`src/hw/rtl/rfhw_pkg.sv`:
```
// Shared types, constants and the pointer wrap table of the ring FIFO.
package rfhw_pkg;

    // Storage geometry.
    localparam int C_DEPTH      = 16;
    localparam int C_ENTRY_BITS = 32;
    localparam int C_IDX_BITS   = $clog2(C_DEPTH);
    localparam int C_CAP_BITS   = 5;
    localparam int C_TBL_SIZE   = C_DEPTH * C_DEPTH;

    // Operation codes of the action field.
    localparam logic C_ACT_PUSH = 1'b0;
    localparam logic C_ACT_POP  = 1'b1;

    typedef logic [C_IDX_BITS-1:0]   t_idx;
    typedef logic [C_CAP_BITS-1:0]   t_cap;
    typedef logic [C_ENTRY_BITS-1:0] t_entry;
    typedef logic [C_TBL_SIZE-1:0][C_IDX_BITS-1:0] t_wrap_tbl;

    // Slot access request from the pointer logic to the slot storage.
    typedef struct packed {
        logic we;
        logic re;
        t_idx widx;
        t_idx ridx;
    } t_slot_req;

    // Outcome of one word, registered at the output.
    typedef struct packed {
        logic ok;
        logic pop_ok;
        t_cap high_water;
    } t_step_res;

    // Entry {capacity - 1, index} holds (index + 1) modulo capacity.
    // Built by counting, so no divider is ever involved.
    function automatic t_wrap_tbl f_build_wrap();
        t_wrap_tbl tbl;
        int r;
        tbl = '0;
        for (int c = 1; c <= C_DEPTH; c++) begin
            r = 0;
            for (int v = 0; v < C_DEPTH; v++) begin
                r = r + 1;
                if (r == c) begin
                    r = 0;
                end
                tbl[(c - 1) * C_DEPTH + v] = C_IDX_BITS'(r);
            end
        end
        return tbl;
    endfunction

    localparam t_wrap_tbl C_WRAP_TBL = f_build_wrap();

endpackage

```
`src/hw/rtl/rfhw_if.sv`:
```
// Valid/ready channel interfaces for the input and result words.
interface rfhw_in_if;
    logic                          valid;
    logic                          ready;
    logic                          action;
    logic [rfhw_pkg::C_ENTRY_BITS-1:0] data_in;

    modport source (output valid, output action, output data_in, input ready);
    modport sink   (input valid, input action, input data_in, output ready);
endinterface

interface rfhw_out_if;
    logic                          valid;
    logic                          ready;
    logic                          ok;
    logic [rfhw_pkg::C_ENTRY_BITS-1:0] data_out;
    logic [rfhw_pkg::C_CAP_BITS-1:0]   high_water;

    modport source (output valid, output ok, output data_out, output high_water,
                    input ready);
    modport sink   (input valid, input ok, input data_out, input high_water,
                    output ready);
endinterface

```
`src/hw/rtl/rfhw_slots.sv`:
```
// Slot storage of the ring FIFO: one write port and one registered read port.
module rfhw_slots (
    input  logic                i_clk,
    input  rfhw_pkg::t_slot_req i_req,
    input  rfhw_pkg::t_entry    i_wdata,
    output rfhw_pkg::t_entry    o_rdata
);
    import rfhw_pkg::*;

    t_entry r_mem [C_DEPTH];
    t_entry r_rdata;

    // Write at the tail slot on an accepted push.
    always_ff @(posedge i_clk) begin
        if (i_req.we) begin
            r_mem[i_req.widx] <= i_wdata;
        end
    end

    // Read the head slot on an accepted pop; held while the result waits.
    always_ff @(posedge i_clk) begin
        if (i_req.re) begin
            r_rdata <= r_mem[i_req.ridx];
        end
    end

    assign o_rdata = r_rdata;

endmodule

```
`src/hw/rtl/rfhw_ctrl.sv`:
```
// Pointer, full flag, high-water and capacity logic of the ring FIFO.
module rfhw_ctrl (
    input  logic                i_clk,
    input  logic                i_rst_n,
    input  logic                i_accept,
    input  logic                i_action,
    input  logic                i_cfg_we,
    input  rfhw_pkg::t_cap      i_cfg_data,
    output rfhw_pkg::t_slot_req o_req,
    output rfhw_pkg::t_step_res o_res
);
    import rfhw_pkg::*;

    localparam int C_OCC_BITS = C_CAP_BITS + 2;

    t_idx r_head, n_head;
    t_idx r_tail, n_tail;
    logic r_full, n_full;
    t_cap r_peak, n_peak;
    t_cap r_cap;

    t_cap                   cap_eff;
    t_idx                   cap_m1;
    t_idx                   tail_wrap;
    t_idx                   head_wrap;
    logic                   push_ok;
    logic                   pop_ok;
    logic signed [C_OCC_BITS-1:0] occ_s;
    t_cap                   occ;

    // Capacity register; out-of-range values are clamped where used.
    always_ff @(posedge i_clk) begin
        if (!i_rst_n) begin
            r_cap <= C_CAP_BITS'(C_DEPTH);
        end else if (i_cfg_we) begin
            r_cap <= i_cfg_data;
        end
    end

    // Effective capacity and wrapped pointer successors.
    always_comb begin
        if (r_cap == '0) begin
            cap_eff = C_CAP_BITS'(1);
        end else if (r_cap > C_CAP_BITS'(C_DEPTH)) begin
            cap_eff = C_CAP_BITS'(C_DEPTH);
        end else begin
            cap_eff = r_cap;
        end
        cap_m1    = C_IDX_BITS'(cap_eff - C_CAP_BITS'(1));
        tail_wrap = C_WRAP_TBL[{cap_m1, r_tail}];
        head_wrap = C_WRAP_TBL[{cap_m1, r_head}];
    end

    assign push_ok = i_accept && (i_action == C_ACT_PUSH) && !r_full;
    assign pop_ok  = i_accept && (i_action == C_ACT_POP) && ((r_head != r_tail) || r_full);

    // Occupancy after a push, clamped to the effective capacity.
    always_comb begin
        occ_s = $signed(C_OCC_BITS'(tail_wrap)) - $signed(C_OCC_BITS'(r_head));
        if (tail_wrap <= r_head) begin
            occ_s = occ_s + $signed(C_OCC_BITS'(cap_eff));
        end
        if (occ_s < 0) begin
            occ = '0;
        end else if (occ_s > $signed(C_OCC_BITS'(cap_eff))) begin
            occ = cap_eff;
        end else begin
            occ = C_CAP_BITS'(occ_s);
        end
    end

    // Next state for the accepted word.
    always_comb begin
        n_head = r_head;
        n_tail = r_tail;
        n_full = r_full;
        n_peak = r_peak;
        if (push_ok) begin
            n_tail = tail_wrap;
            if (occ > r_peak) begin
                n_peak = occ;
            end
            if (tail_wrap == r_head) begin
                n_full = 1'b1;
                n_peak = cap_eff;
            end
        end else if (pop_ok) begin
            n_head = head_wrap;
            n_full = 1'b0;
        end
    end

    always_ff @(posedge i_clk) begin
        if (!i_rst_n) begin
            r_head <= '0;
            r_tail <= '0;
            r_full <= 1'b0;
            r_peak <= '0;
        end else begin
            r_head <= n_head;
            r_tail <= n_tail;
            r_full <= n_full;
            r_peak <= n_peak;
        end
    end

    assign o_req.we   = push_ok;
    assign o_req.re   = pop_ok;
    assign o_req.widx = r_tail;
    assign o_req.ridx = r_head;

    assign o_res.ok         = push_ok || pop_ok;
    assign o_res.pop_ok     = pop_ok;
    assign o_res.high_water = n_peak;

    // A full queue always has its pointers together.
    a_full_ptrs: assert property (@(posedge i_clk) disable iff (!i_rst_n)
        r_full |-> (r_head == r_tail))
        else $error("full flag set with head and tail apart");

    // A refused push leaves the pointers and the high-water mark alone.
    a_refused_push: assert property (@(posedge i_clk) disable iff (!i_rst_n)
        (i_accept && (i_action == C_ACT_PUSH) && r_full)
        |=> ($stable(r_tail) && $stable(r_head) && $stable(r_peak) && r_full))
        else $error("refused push changed state");

    // An accepted pop always leaves the queue not full.
    a_pop_clears: assert property (@(posedge i_clk) disable iff (!i_rst_n)
        pop_ok |=> !r_full)
        else $error("full flag survived a pop");

endmodule

```
`src/hw/rtl/ring_fifo_with_high_water.sv`:
```
// Top level of the ring FIFO with high-water mark. Each input word (push or
// pop) gives exactly one result word, through the output register, in the
// cycle after it is taken; a new word is accepted every cycle as long as
// the result register is empty or being drained, so the sustained rate is
// one word per clock, set by the single pass through the pointer logic and
// the one slot access of that word. Capacity (1 to 16 slots, 0 acts as 1,
// larger values as 16) is written through the configuration port; the user
// must do so only while no word is in flight, not enforced by the block. A
// pop returns the head entry or is refused when empty; a push is refused
// when full. The high-water mark reports the largest occupancy since reset.
module ring_fifo_with_high_water (
    input  logic                i_clk,
    input  logic                i_rst_n,
    rfhw_in_if.sink             i_in,
    rfhw_out_if.source          o_out,
    input  logic                i_cfg_we,
    input  rfhw_pkg::t_cap      i_cfg_data
);
    import rfhw_pkg::*;

    logic      accept;
    t_slot_req slot_req;
    t_step_res step_res;
    t_entry    rdata;

    logic r_valid;
    logic r_ok;
    logic r_pop_ok;
    t_cap r_hw;

    // A word enters whenever the result register is free or being taken.
    assign i_in.ready = !r_valid || o_out.ready;
    assign accept     = i_in.valid && i_in.ready;

    rfhw_ctrl u_ctrl (
        .i_clk      (i_clk),
        .i_rst_n    (i_rst_n),
        .i_accept   (accept),
        .i_action   (i_in.action),
        .i_cfg_we   (i_cfg_we),
        .i_cfg_data (i_cfg_data),
        .o_req      (slot_req),
        .o_res      (step_res)
    );

    rfhw_slots u_slots (
        .i_clk   (i_clk),
        .i_req   (slot_req),
        .i_wdata (i_in.data_in),
        .o_rdata (rdata)
    );

    // Result register valid flag.
    always_ff @(posedge i_clk) begin
        if (!i_rst_n) begin
            r_valid <= 1'b0;
        end else if (accept) begin
            r_valid <= 1'b1;
        end else if (o_out.ready) begin
            r_valid <= 1'b0;
        end
    end

    // Result payload, loaded with each accepted word.
    always_ff @(posedge i_clk) begin
        if (accept) begin
            r_ok     <= step_res.ok;
            r_pop_ok <= step_res.pop_ok;
            r_hw     <= step_res.high_water;
        end
    end

    assign o_out.valid      = r_valid;
    assign o_out.ok         = r_ok;
    assign o_out.data_out   = r_pop_ok ? rdata : '0;
    assign o_out.high_water = r_hw;

    // Every accepted word shows up as a result in the next cycle.
    a_result_follows: assert property (@(posedge i_clk) disable iff (!i_rst_n)
        accept |=> r_valid)
        else $error("accepted word produced no result");

endmodule

```
`src/flat_wrapper.sv`:
```
// flat-port wrapper written by rule: the top's interface ports become plain ports
module ring_fifo_with_high_water_flat import rfhw_pkg::*;
  (i_clk, i_rst_n, i_cfg_we, i_cfg_data, i_in_valid, i_in_action, i_in_data_in, i_in_ready, o_out_valid, o_out_ok, o_out_data_out, o_out_high_water, o_out_ready);
  rfhw_in_if i_in_i ();
  rfhw_out_if o_out_i ();
  input  logic i_clk;
  input  logic i_rst_n;
  input  logic i_cfg_we;
  input  rfhw_pkg::t_cap i_cfg_data;
  input wire logic [$bits(i_in_i.valid)-1:0] i_in_valid;
  input wire logic [$bits(i_in_i.action)-1:0] i_in_action;
  input wire logic [$bits(i_in_i.data_in)-1:0] i_in_data_in;
  output wire logic [$bits(i_in_i.ready)-1:0] i_in_ready;
  output wire logic [$bits(o_out_i.valid)-1:0] o_out_valid;
  output wire logic [$bits(o_out_i.ok)-1:0] o_out_ok;
  output wire logic [$bits(o_out_i.data_out)-1:0] o_out_data_out;
  output wire logic [$bits(o_out_i.high_water)-1:0] o_out_high_water;
  input wire logic [$bits(o_out_i.ready)-1:0] o_out_ready;
  assign i_in_i.valid = i_in_valid;
  assign i_in_i.action = i_in_action;
  assign i_in_i.data_in = i_in_data_in;
  assign i_in_ready = i_in_i.ready;
  assign o_out_valid = o_out_i.valid;
  assign o_out_ok = o_out_i.ok;
  assign o_out_data_out = o_out_i.data_out;
  assign o_out_high_water = o_out_i.high_water;
  assign o_out_i.ready = o_out_ready;
  ring_fifo_with_high_water u_core (.i_clk(i_clk), .i_rst_n(i_rst_n), .i_in(i_in_i), .o_out(o_out_i), .i_cfg_we(i_cfg_we), .i_cfg_data(i_cfg_data));
endmodule
```
`config.mk`:
```
export PLATFORM = sky130hd
export DESIGN_NAME = ring_fifo_with_high_water_flat
export DESIGN_NICKNAME = d
export VERILOG_FILES = /design/src/hw/rtl/rfhw_pkg.sv /design/src/hw/rtl/rfhw_if.sv /design/src/hw/rtl/rfhw_slots.sv /design/src/hw/rtl/rfhw_ctrl.sv /design/src/hw/rtl/ring_fifo_with_high_water.sv /design/src/flat_wrapper.sv
export SDC_FILE = /design/constraint.sdc
export NUM_CORES = 1
export LEC_CHECK = 0
export BUFFER_PORTS_ARGS = -buffer_cell sky130_fd_sc_hd__buf_4
export CORE_MARGIN = 5
export CORE_UTILIZATION = 40
export CTS_CLUSTER_DIAMETER = 60
export DETAILED_ROUTE_END_ITERATION = 12
export PLACE_DENSITY = 0.61
export SYNTH_ARGS = -nofsm -noshare
export SYNTH_HDL_FRONTEND = slang
export SYNTH_SLANG_ARGS = --single-unit
export TNS_END_PERCENT = 20
```
`constraint.sdc`:
```
create_clock -name i_clk -period 18.7 [get_ports i_clk]
set_clock_uncertainty 0.1 [all_clocks]
set_input_delay 0.935 -clock i_clk [delete_from_list [all_inputs] [get_ports i_clk]]
set_output_delay 0.935 -clock i_clk [all_outputs]
set_load 0.01 [all_outputs]
```
# Yosys cells after proc, flatten, opt, wreduce, memory -nomap -nowiden
# Memory sizes are Yosys's and may differ from the RTL's. A register that Yosys moved wholly into a read port is not among the register bits.
# Cells that the tools add are included.
dict set report totals {
  inputBits 43
  output_inout_bits 40
  ram_bits 512
  elab_cells 58
  regBits 23
  romBits 2048
  mem_count 3
}
# name depth width read_ports rd_ports_with_merged_regs write_ports line_no
set mem_list {}
lappend mem_list {{(no name shown)} 256 4 1 1 0 rfhw_ctrl.sv:51} ;# head_wrap = C_WRAP_TBL[{cap_m1, r_head}];
lappend mem_list {{(no name shown)} 256 4 1 0 0 rfhw_ctrl.sv:50} ;# tail_wrap = C_WRAP_TBL[{cap_m1, r_tail}];
lappend mem_list {u_core.u_slots.r_mem 16 32 1 1 1 rfhw_slots.sv:10} ;# t_entry r_mem [C_DEPTH];
dict set report classes {
  n_bitwise 2
  eq_ne 3
  mux 17
  magnitude_cmp 6
  n_addsub 3
  reduce_logical 16
}
# op count
set ops {}
lappend ops {{two-way mux 5 bit} 7}
lappend ops {{two-way mux 32 bit} 1}
lappend ops {{< comparator 8 x 9 -> 1 bit (second input constant)} 1}
lappend ops {{adder 5 x 6 -> 7 bit} 1}
lappend ops {{> comparator 7 x 6 -> 1 bit} 1}
lappend ops {{< comparator 7 x 1 -> 1 bit (second input constant)} 1}
lappend ops {{two-way mux 1 bit} 7}
lappend ops {{two-way mux 7 bit} 1}
lappend ops {{> comparator 5 bit} 1}
lappend ops {{> comparator 5 bit (second input constant)} 1}
lappend ops {{logical AND 1 bit} 5}
lappend ops {{logical NOT 5 bit} 1}
lappend ops {{subtractor 4 x 4 -> 5 bit} 1}
lappend ops {{== test 4 bit} 1}
lappend ops {{<= comparator 4 bit} 1}
lappend ops {{two-way mux 4 bit} 1}
lappend ops {{inequality test 4 bit} 1}
lappend ops {{AND reduction 2 bit} 2}
lappend ops {{nonzero test 2 bit} 2}
lappend ops {{subtractor 4 x 1 -> 4 bit (second input constant)} 1}
lappend ops {{logical NOT 1 bit} 3}
lappend ops {{logical OR 1 bit} 3}
lappend ops {{inequality test 2 x 1 -> 1 bit (second input constant)} 1}
lappend ops {{inverter 1 bit} 2}

# Logic depth before layout (Yosys ltp)
# Gate-level depths: netlist of the first run.
dict set report depth {
  word_depth 16
  ltp_mapped 41
  ltp_nobuf 35
}

# Modules after synthesis
# Synthesis of the first run repeated with hierarchy kept, for this count alone.
dict set report unflattened {
  cells_unflattened 1416
  hier_area_um2 24332.1
}
# module cells_each seq_area_each_um2 instances area_each_um2
set by_module_without_submodules {}
lappend by_module_without_submodules {rfhw_slots 838 16335.7 1 20174.3}
lappend by_module_without_submodules {rfhw_ctrl 531 380.4 1 3641.0}
lappend by_module_without_submodules {ring_fifo_with_high_water 47 230.2 1 516.7}

# Least setup slack after synthesis of the first run
# No wires, ideal clock.
dict set report synth_timing {
  path_type {reg2reg}
  from {reg u_core.u_ctrl.r_cap[2]}
  to {reg u_core.r_hw[3] (netlist: u_core.o_out.high_water[3]) (data pin)}
  path_stages_with_launch 41
  arrival_time_ns 6.800
  required_ns 18.330
  setup_time_ns 0.270
  path_buffers 6
  path_slack_ns 11.530
  synth_period_minus_slack_ns 7.170
  path_cell_list {dfxtp_1 -> buf_6 -> nor4_2 -> or2_1 -> buf_6 -> inv_6 -> buf_6 -> buf_6 -> ha_1 -> buf_4 -> xnor2_4 -> mux2_1 -> o32ai_2 -> a2111oi_2 -> a221oi_2 -> inv_1 -> ha_1 -> nand2b_1 -> (+5 left out) -> o22ai_1 -> o311a_1 -> ha_1 -> and3_1 -> a31oi_1 -> o31ai_1 -> nand3_1 -> buf_4 -> mux2i_1 -> nor2_1 -> ha_1 -> nor2b_1 -> o31ai_1 -> a21oi_1 -> nand2_1 -> and4bb_4 -> a221oi_1 -> a21oi_1}
}
# element line_no
set synth_lines {}
lappend synth_lines {{start: declaration} rfhw_ctrl.sv:20} ;# t_cap r_cap;
lappend synth_lines {{start signal: assignment} rfhw_ctrl.sv:34} ;# r_cap <= C_CAP_BITS'(C_DEPTH);
lappend synth_lines {{start signal: assignment} rfhw_ctrl.sv:36} ;# r_cap <= i_cfg_data;
lappend synth_lines {{end signal: assignment} ring_fifo_with_high_water.sv:69} ;# r_hw <= step_res.high_water;
lappend synth_lines {{end: declaration} ring_fifo_with_high_water.sv:29} ;# t_cap r_hw;

==> flow_summary.yaml, run 1 <==
sta:
  min_period_ns: 8.65
  max_clock_freq_mhz: 116
  fin_crit_sh_pct: 46.2
  drv_slew: 0
  finalHoldViolCount: 0
  rsz0062_at_grt: "no"
  setup_tns_ns: 0
  finalWorstSetupSlack_ns: 10.05
  setup_viol: 0
  worst_pin_slew_ns: 1.13
  max-slew-margin-rel_pct: 24.9
global_route:
  grt_pass1_vias: 14500
  grt_max_degree: 110
  grtUsageMet2_pct: 29.2
  grt_antenna_before_repair: 3
  gr-total-overflow: 0
  grt.busiest_layer: "met2"
  grt_pass1_wl_um: 92300
  gr-usage-met3_pct: 3.49
  grt_util_met1_pct: 25.3
  track_usage_pct: 18.1
logic_synthesis:
  yosys_warnings: 0
  synth_area_leaders: "edfxtp_1, mux4_2, mux2i_1, o221ai_1, ha_1"
  async_flop_share_pct: 0
  synth_edf_count: 551
  synth.distinct_cells: 87
  ys.flop_type: "edfxtp_1"
  synth.avg_cell_area_um2: 15.9
  synth_top_area_share_pct: 67.0
  synth_top_cell_by_area: "edfxtp_1"
  synth_cells: 1553
  ys_ff_latch: 571
  synthesis.area_mm2: 0.0247
  seq_area_frac_synth_pct: 68.6
  syn_nets: 1632
routing:
  ant_nets: 0
  drt_iter0_markers: 1083
  drc_errors: 0
  viasPerCell: 5.80
  vias: 14300
  wl_per_cell_um: 24.8
  routed_wl_um: 61300
  drt_first_pass_iters: 5
clocking:
  postCtsResizedCells: 0
  tritoncts: "done"
  cts.htree.levels: 2
  hold_buffers: 0
  cts_sinks: 571
  cts_made_buffers: 60
  clock_latency_ns: 0.64
  clock_path_buffers: 3
  clkTransAtPathRegs_ns: 0.06
  post_cts_buffers: 0
  cts_root_buffer: "clkbuf_16"
layout:
  fill_cells: 5359
  nets: 1707
  stdcell_count: 2468
  areaGrowthSynthToFinish_pct: 14.3
  layout-drive-gt1-share_pct: 19.4
power_and_ir_drop:
  pwr_density_cell_mw_per_mm2: 112
  vdd_drop_max_mv: 0.0970
  p_leak_nw: 8.95
worst_setup_path:
  slowest_stage: "ha_1"
  worstPathRequired_ns: 18.93
  critPathArrivalTime_ns: 8.87
  worstPathMaxFanout: 32
  worst-path-buf-inv: 2
  worstSetupEndpointType: "flip-flop"
  critical-path-max-stage-delay_ns: 0.61
  critPathTopFamily: "compound AO/OA/AOI/OAI gates"
  worstSetupPathType: "flip-flop to flip-flop"
  cp-start-kind: "flip-flop"
run_status:
  outcome: "complete, no violations"
floorplanning:
  rows: 91
  die_h_um: 259
  die_w_um: 259
  core_mm2: 0.0615
  io_pins: 83
  start_util_pct: 40.2
  dieArea_mm2: 0.0668
job:
  drv_cap: 0
placement:
  dp.cells: 2356
  gp_congestion: 0.858
  port_buffers: 82
  pre_cts_ws_ns: 10.15
  dp_hpwl_um: 32500
worst_hold_path:
  hold_path.class: "primary input to flip-flop"
## through the flow
step	hold slack [ns]	power (mW)	utilization, %	instance area (µm²)
5_1_grt	0.419	3.29	45.9	28200
3_3_place_gp	0.431	1.98	42.6	26200
4_1_cts	0.382	3.18	45.9	28200
2_1_floorplan	0.398	1.84	-	24700
6_report	0.416	3.16	45.9	28200
3_5_place_dp	0.445	1.98	42.6	26200
## layer usage
metal	part of all wire (%)	vias up
met3	6.3	113
met4	2.5	4
met2	48	437
met5	0.038	-
met1	43	7402
li1	-	6370
## cells in the final DEF, fill, tap and decap left out, drive strengths merged, types with 3 or more instances in the layout
cell type,synthesis,final
o31ai,8,8
nor2,77,77
clkinvlp,0,3
edfxtp,551,551
xnor2,9,9
nand3,28,28
clkbuf,51,63
o22ai,31,31
a221oi,4,4
a31oi,9,9
nor3,11,11
nand2,67,67
buf,54,119
nor2b,10,10
a211oi,17,17
a2111oi,3,3
o311ai,8,8
and3,7,7
o21a,6,6
o221ai,57,57
and2,36,36
a21o,5,5
mux4,66,66
nand2b,9,9
bufinv,0,7
clkinv,1,37
o21bai,9,9
o21ai,42,42
a311oi,5,5
a211o,3,3
mux2i,139,139
o32ai,3,3
a21oi,86,86
dfxtp,20,20
inv,30,32
o211ai,15,15
ha,34,34
## path summary, 6_finish.rpt
check                                         endpoint  slack [ns]                           startpoint  cells past startpoint
hold / removal       u_core.u_ctrl.r_full$_SDFFE_PN0P_        0.42                          i_in_action                      2
setup reg to reg  u_core.o_out.high_water[3]$_DFFE_PP_       10.05  u_core.u_ctrl.r_cap[4]$_SDFFE_PN1P_                     31
setup / recovery  u_core.o_out.high_water[3]$_DFFE_PP_       10.05  u_core.u_ctrl.r_cap[4]$_SDFFE_PN1P_                     31
hold reg to reg        u_core.o_out.valid$_SDFFE_PN0P_        0.45      u_core.o_out.valid$_SDFFE_PN0P_                      2
## state kept, by name, indices dropped and copies added, names as in the netlist
signal                   count
u_core.o_out.high_water      5
u_core.o_out.ok              1
u_core.o_out.valid           1
u_core.r_pop_ok              1
u_core.u_ctrl.r_cap          5
u_core.u_ctrl.r_full         1
u_core.u_ctrl.r_head         4
u_core.u_ctrl.r_peak         5
u_core.u_ctrl.r_tail         4
u_core.u_slots.o_rdata      32
u_core.u_slots.r_mem       512
## worst register-to-register path: cells and delay by family, from the launching register on
kind / cells / cell delay, ns
compound gates: 12 / 2.71
simple gates: 10 / 2.14
fa+ha+maj: 4 / 1.57
mux: 2 / 0.66
flops: 1 / 0.59
buf+inv: 2 / 0.34
xor+xnor: 1 / 0.24
## report_power, final
part	leakage (nW)	internal (mW)	switching (mW)	total, mW
clock	0.986	0.690	0.509	1.20
combinational	2.82	0.202	0.299	0.501
sequential	5.14	1.43	0.0234	1.46
## layout make-up
class / instances / area [µm²] / share of cell area (%)
Antenna cell: 1 / 2.50 / 0.00886
Inverter: 31 / 124 / 0.439
Tap cell: 790 / 988 / 3.50
Sequential cell: 571 / 17000 / 60.1
Clock inverter: 48 / 513 / 1.82
Multi-Input combinational cell: 845 / 7230 / 25.6
Timing Repair Buffer: 119 / 906 / 3.21
Clock buffer: 63 / 1510 / 5.36
## cell usage after synthesis (6+ instances only)
cell / n
clkbuf_1: 51
o211ai_1: 15
mux2i_1: 139
nor3_1: 11
nor2_1: 77
edfxtp_1: 551
ha_1: 34
nand2b_1: 8
a211oi_1: 16
nand3_1: 28
o21ai_0: 38
buf_2: 33
mux4_2: 66
o21bai_1: 9
buf_1: 9
a21oi_1: 81
inv_1: 28
o22ai_1: 29
a31oi_1: 9
and3_1: 7
o21a_1: 6
xnor2_1: 7
nand2_1: 66
o31ai_1: 8
and2_1: 35
buf_6: 7
nor2b_1: 10
o221ai_1: 56
dfxtp_1: 20
## kinds of logic after synthesis
family	synth area share, %
DFF	68.6
muxes	11.7
xor gates and xnor gates	0.542
buffers and inverters	2.59
adders and majority gates	1.97
AOI/OAI and AO/OA	9.57
and+or+nand+nor	4.99
Power figures use the tool's default switching activity.
==> run 2: changes to the inputs <==
==> constraint.sdc (replaced) <==
create_clock -name i_clk -period 8.7 [get_ports i_clk]
set_clock_uncertainty 0.1 [all_clocks]
set_input_delay 0.435 -clock i_clk [delete_from_list [all_inputs] [get_ports i_clk]]
set_output_delay 0.435 -clock i_clk [all_outputs]
set_load 0.01 [all_outputs]
==> flow_summary.yaml, run 2 (synthesis gave the netlist of run 1 again) <==
worst_setup_path:
  worstPathMaxFanout: 35
  slowest_stage: "a2111oi_0"
  cp-start-kind: "flip-flop"
  path_common_cell: "ha_1"
  r2r_start: "u_core.u_ctrl.r_cap[4]$_SDFFE_PN1P_"
  r2r_cells: 33
  critPathArrivalTime_ns: 8.34
  critical-path-max-stage-delay_ns: 0.59
  rrSetupSlack_ns: 0.62
  worstSetupPathType: "flip-flop to flip-flop"
  r2r_end: "u_core.o_out.high_water[3]$_DFFE_PP_"
  worstSetupEndpointType: "flip-flop"
  worstPathRequired_ns: 8.96
floorplanning:
  rows: 91
  core_mm2: 0.0615
  io_pins: 83
  die_h_um: 259
  dieArea_mm2: 0.0668
  start_util_pct: 40.2
  die_w_um: 259
routing:
  drc_errors: 2
  vias: 14500
  drt_iter0_markers: 1211
  routed_wl_um: 61000
  viasPerCell: 5.77
  drt_first_pass_iters: 11
  ant_nets: 0
  wl_per_cell_um: 24.3
power_and_ir_drop:
  p_comb_share_pct: 15.6
  p_leak_nw: 9.21
  power.total_mw: 6.99
  p_sw_share_pct: 25.8
  seqPwrFrac_pct: 44.8
  intPower_mw: 5.19
  p_sw_mw: 1.80
  clockPowerShare_pct: 39.6
  pwr_density_cell_mw_per_mm2: 243
  vdd_drop_max_mv: 0.180
global_route:
  grt_pass1_wl_um: 91900
  grt_max_degree: 122
  grt_pass1_vias: 14600
  grt_antenna_before_repair: 3
  track_usage_pct: 17.8
  gr-total-overflow: 0
sta:
  fin_crit_sh_pct: 92.9
  rsz0062_at_grt: "no"
  max_clock_freq_mhz: 124
  finalHoldViolCount: 0
  setup_tns_ns: 0
  max-slew-margin-rel_pct: 24.1
  setup_viol: 0
  min_period_ns: 8.08
  drv_slew: 0
  finalWorstSetupSlack_ns: 0.616
  worst_pin_slew_ns: 1.14
layout:
  mostFrequentLayoutCell: "edfxtp_1"
  layout-drive-gt1-share_pct: 19.3
  multi_input_area_mm2: 0.00724
  largest_reg_flops: 512
  layout.area.seq_mm2: 0.0170
  layout_common_cells: "edfxtp_1, mux2i_1, buf_4"
  fill_cells: 5268
  largest-register: "u_core.u_slots.r_mem"
  areaGrowthSynthToFinish_pct: 16.7
  final_core_util_pct: 46.9
  nets: 1751
  stdcell_area_mm2: 0.0288
placement:
  dp_hpwl_um: 32800
  place_area_mm2: 0.0262
  gp_congestion: 0.845
  port_buffers: 82
  pre_cts_ws_ns: 0.464
clocking:
  cts_root_buffer: "clkbuf_16"
  cts.htree.levels: 2
  clock_path_buffers: 3
  clock_latency_ns: 0.67
  clkTransAtPathRegs_ns: 0.06
  tritoncts: "done"
  cts_made_buffers: 60
  cts_sinks: 571
worst_hold_path:
  holdPathStages: 1
  whs_endpoint: "u_core.u_slots.r_mem[0][29]$_DFFE_PP_"
  hold_path.class: "primary input to flip-flop"
  worstHoldStart: "i_in_data_in[29]"
job:
  drv_cap: 0
run_status:
  outcome: "finished with violations"
  violations: "design-rule violations"
==> run 2: changes by cell type in the layout (fill, tap and decap cells not counted), sizes merged, moves of 2 or more <==
| cell | delta |
|---|---|
| buf | +5 |
| dlygate4sd3 | +39 |
| inv | +2 |
| bufinv | +6 |
| clkinv | -6 |
==> run 2: worst max path at each step <==
stage                     slack [ns]                                 from  cells past startpoint                                    to
after global routing           0.006  u_core.u_ctrl.r_cap[4]$_SDFFE_PN1P_                     33  u_core.o_out.high_water[3]$_DFFE_PP_
after floorplan                 1.53  u_core.u_ctrl.r_cap[2]$_SDFFE_PN0P_                     40  u_core.o_out.high_water[3]$_DFFE_PP_
final                           0.62  u_core.u_ctrl.r_cap[4]$_SDFFE_PN1P_                     33  u_core.o_out.high_water[3]$_DFFE_PP_
after CTS                       0.48  u_core.u_ctrl.r_cap[4]$_SDFFE_PN1P_                     34  u_core.o_out.high_water[3]$_DFFE_PP_
after global placement          0.73  u_core.u_ctrl.r_cap[4]$_SDFFE_PN1P_                     34  u_core.o_out.high_water[3]$_DFFE_PP_
after detailed placement        0.46  u_core.u_ctrl.r_cap[4]$_SDFFE_PN1P_                     34  u_core.o_out.high_water[3]$_DFFE_PP_
==> run 2: stage by stage <==
stage / std cells / hold WS [ns]
floorplan: 1553 / 0.398
global placement: 2358 / 0.425
detailed placement: 2358 / 0.434
CTS: 2510 / 0.000842
global route: 2514 / 0.0213
finish: 2515 / 0.0248
==> run 2: timing repair <==
| action | CTS | global route |
|---|---|---|
| setup endpoints to repair | 0 | 10 |
| endpoints found under the hold margin | 435 | 0 |
| setup buffers | 0 | 3 |
| hold buffers | 39 | 0 |
| gates resized for setup | 0 | 2 |
==> run 2: power by group through the flow <==
stage	Clock (mW)	Combinational (mW)	Sequential (mW)
2_1_floorplan	0	0.802	3.15
3_3_place_gp	0	1.06	3.19
3_5_place_dp	0	1.07	3.19
4_1_cts	2.82	1.09	3.13
5_1_grt	2.93	1.20	3.13
6_report	2.77	1.09	3.13
==> run 2: cell type report <==
class / count / share of cell area [%]
Sequential cell: 571 / 58.8
Clock inverter: 49 / 2.29
Inverter: 31 / 0.430
Timing Repair Buffer: 163 / 4.64
Tap cell: 790 / 3.43
Multi-Input combinational cell: 845 / 25.1
Antenna cell: 2 / 0.0174
Clock buffer: 64 / 5.26
==> run 2: worst max-delay path: cells and delay by family, from the launching register on <==
kind	cells	cell delay, ns
AOI/OAI and AO/OA	15	3.22
muxes	1	0.25
adders and majority gates	5	1.50
DFF	1	0.44
and+or+nand+nor	9	1.79
buffers and inverters	2	0.40
xor gates and xnor gates	1	0.14
==> run 2: per-layer routing <==
metal / vias up / track usage, % / part of all wire (%)
li1: 6457 / - / -
met1: 7466 / 25.3 / 44
met2: 501 / 29.2 / 48
met3: 97 / 2.92 / 6.2
met4: 2 / 4.01 / 2.0
met5: - / 0 / 0.021
==> run 3: changes to the inputs <==
--- a/config.mk
+++ b/config.mk
@@ -5,12 +5,14 @@
 export SDC_FILE = /design/constraint.sdc
 export NUM_CORES = 1
 export LEC_CHECK = 0
+export ABC_AREA = 1
 export BUFFER_PORTS_ARGS = -buffer_cell sky130_fd_sc_hd__buf_4
 export CORE_MARGIN = 5
 export CORE_UTILIZATION = 40
 export CTS_CLUSTER_DIAMETER = 60
 export DETAILED_ROUTE_END_ITERATION = 12
 export PLACE_DENSITY = 0.61
+export REMOVE_ABC_BUFFERS = 1
 export SYNTH_ARGS = -nofsm -noshare
 export SYNTH_HDL_FRONTEND = slang
 export SYNTH_SLANG_ARGS = --single-unit
==> flow_summary.yaml, run 3 <==
layout:
  mostFrequentLayoutCell: "edfxtp_1"
  largest_reg_flops: 512
  areaGrowthSynthToFinish_pct: 15.4
  largest-register: "u_core.u_slots.r_mem"
  stdcell_area_mm2: 0.0283
  nets: 2297
  stdcell_count: 3051
  layout-drive-gt1-share_pct: 10.9
  layout_common_cells: "edfxtp_1, o21ai_0, nor2_1"
logic_synthesis:
  synthesis.area_mm2: 0.0246
  synth_xor_area_share_pct: 0.244
  synth_compound_area_share_pct: 14.0
  async_flop_share_pct: 0
  synthSimpleGateAreaFrac_pct: 10.7
  synth_top_area_share_pct: 67.4
  ys_top_cells_by_count: "edfxtp_1, nor2_1, o21ai_0, nand2_1, o22ai_1"
  yosys_warnings: 0
  synth.distinct_cells: 49
  synth_most_common_cell: "edfxtp_1"
  synthMuxAreaShare_pct: 0.0815
  seq_area_frac_synth_pct: 69.0
  synth_area_leaders: "edfxtp_1, o21ai_0, nor2_1, nand2_1, o22ai_1"
  synth_top_family_by_area: "compound AO/OA/AOI/OAI gates"
  ys_ff_latch: 571
  synth.avg_cell_area_um2: 11.5
  synth_cells: 2133
  synthAdderAreaFrac_pct: 1.89
  ys.flop_type: "edfxtp_1"
  synth_top_cell_by_area: "edfxtp_1"
  synth_edf_count: 551
global_route:
  track_usage_pct: 19.2
  grt_pass1_wl_um: 99200
  gr-total-overflow: 0
  grt_pass1_vias: 16200
  grt_max_degree: 102
  grt_antenna_before_repair: 3
job:
  drv_cap: 0
routing:
  vias: 17000
  viasPerCell: 5.56
  wl_met2_um: 30600
  drt_first_pass_iters: 5
  drc_errors: 0
  routed_wl_um: 65700
  ant_nets: 0
  drt_iter0_markers: 1632
  top_layer: "met4"
  wl_met1_um: 29200
  wl_met3_um: 4220
  wl_per_cell_um: 21.5
clocking:
  post_cts_buffers: 0
  clock_path_buffers: 3
  cts.htree.levels: 2
  hold_buffers: 35
  clock_latency_ns: 0.65
  cts_sinks: 571
  clkTransAtPathRegs_ns: 0.06
  cts_made_buffers: 60
  postCtsResizedCells: 0
  tritoncts: "done"
  cts_root_buffer: "clkbuf_16"
worst_setup_path:
  critPathArrivalTime_ns: 7.87
  worstPathMaxFanout: 27
  critical-path-max-stage-delay_ns: 0.55
  slowest_stage: "inv_1"
  worstSetupPathType: "flip-flop to flip-flop"
  worstSetupEndpointType: "flip-flop"
  path_common_cell: "nand2_1"
  worstPathRequired_ns: 8.97
  cp-start-kind: "flip-flop"
floorplanning:
  start_util_pct: 40.5
  io_pins: 83
  die_h_um: 258
  core_mm2: 0.0606
  rows: 90
  die_w_um: 258
  dieArea_mm2: 0.0665
power_and_ir_drop:
  p_sw_share_pct: 27.5
  p_leak_nw: 10.0
  clockPowerShare_pct: 37.3
  seqPwrFrac_pct: 45.8
  vdd_drop_max_mv: 0.192
  intPower_mw: 4.96
  pwr_density_cell_mw_per_mm2: 241
  p_sw_mw: 1.88
  p_comb_share_pct: 16.9
sta:
  finalHoldViolCount: 0
  max_clock_freq_mhz: 132
  max-slew-margin-rel_pct: 29.5
  worst_pin_slew_ns: 1.06
  setup_tns_ns: 0
  min_period_ns: 7.60
  holdWs_ns: 0.0306
  setup_viol: 0
  rsz0062_at_grt: "no"
  fin_crit_sh_pct: 87.4
  drv_slew: 0
placement:
  gp_congestion: 0.881
  dp_hpwl_um: 34400
  place_area_mm2: 0.0260
  port_buffers: 82
  dp.cells: 2903
worst_hold_path:
  hold_path.class: "primary input to flip-flop"
run_status:
  outcome: "complete, no violations"
-- run 3: changes by cell type after synthesis, sizes merged, moves of 66 or more --
cell   change
inv       +92
nor2     +260
mux2i    -137
mux4      -66
o21ai    +287
o22ai     +85
nand2    +162
-- run 3: final timing paths --
| kind | startpoint | endpoint | slack [ns] | depth (start not counted) |
|---|---|---|---|---|
| setup / recovery | u_core.u_ctrl.r_cap[2]$_SDFFE_PN0P_ | u_core.o_out.high_water[2]$_DFFE_PP_ | 1.10 | 39 |
| hold / removal | i_in_data_in[14] | u_core.u_slots.r_mem[0][14]$_DFFE_PP_ | 0.03 | 1 |
| setup reg to reg | u_core.u_ctrl.r_cap[2]$_SDFFE_PN0P_ | u_core.o_out.high_water[2]$_DFFE_PP_ | 1.10 | 39 |
| hold reg to reg | u_core.u_ctrl.r_full$_SDFFE_PN0P_ | u_core.u_ctrl.r_full$_SDFFE_PN0P_ | 0.41 | 2 |
-- run 3: per-stage QoR --
stage | setup WS [ns] | total power, mW | util, %
floorplan | -0.938 | 3.95 | -
global placement | 1.37 | 4.30 | 42.9
detailed placement | 1.26 | 4.32 | 42.9
CTS | 1.22 | 6.88 | 46.8
global route | 0.503 | 7.15 | 46.8
finish | 1.10 | 6.83 | 46.8
-- run 3: kinds of logic after synthesis --
family	after synthesis
XOR/XNOR	6
AO/OA/AOI/OAI	618
AND/OR/NAND/NOR	647
flip-flops	571
multiplexers	2
adder cells (fa/ha/maj)	36
buffers and inverters	253
-- run 3: critical path: cells and delay by family, from the launching register on --
kind	cells	cell delay (ns)
fa+ha+maj	6	1.95
simple gates	19	1.92
compound gates	8	1.61
buf+inv	4	1.14
xor+xnor	2	0.35
flops	1	0.34
-- run 3: cell type report --
class	instances	area, µm²
sequential	571	17000
clock inverter	35	412
multi-input combinational	1309	6730
inverter	123	472
tap	782	978
fill	5442	32200
antenna	3	7.51
clock buffer	75	1560
timing repair buffer	153	1240
-- run 3: power groups by stage --
stage	Combinational [mW]	Clock (mW)	Sequential, mW
6_report	1.16	2.55	3.13
5_1_grt	1.30	2.71	3.14
4_1_cts	1.15	2.60	3.13
3_5_place_dp	1.13	0	3.19
3_3_place_gp	1.11	0	3.19
2_1_floorplan	0.753	0	3.20
-- run 3: routing by layer --
layer  vias up  GRT usage [%]
met5         -              0
met3       106           3.06
li1       7909              -
met1      8377           27.0
met4         0           5.31
met2       560           31.2
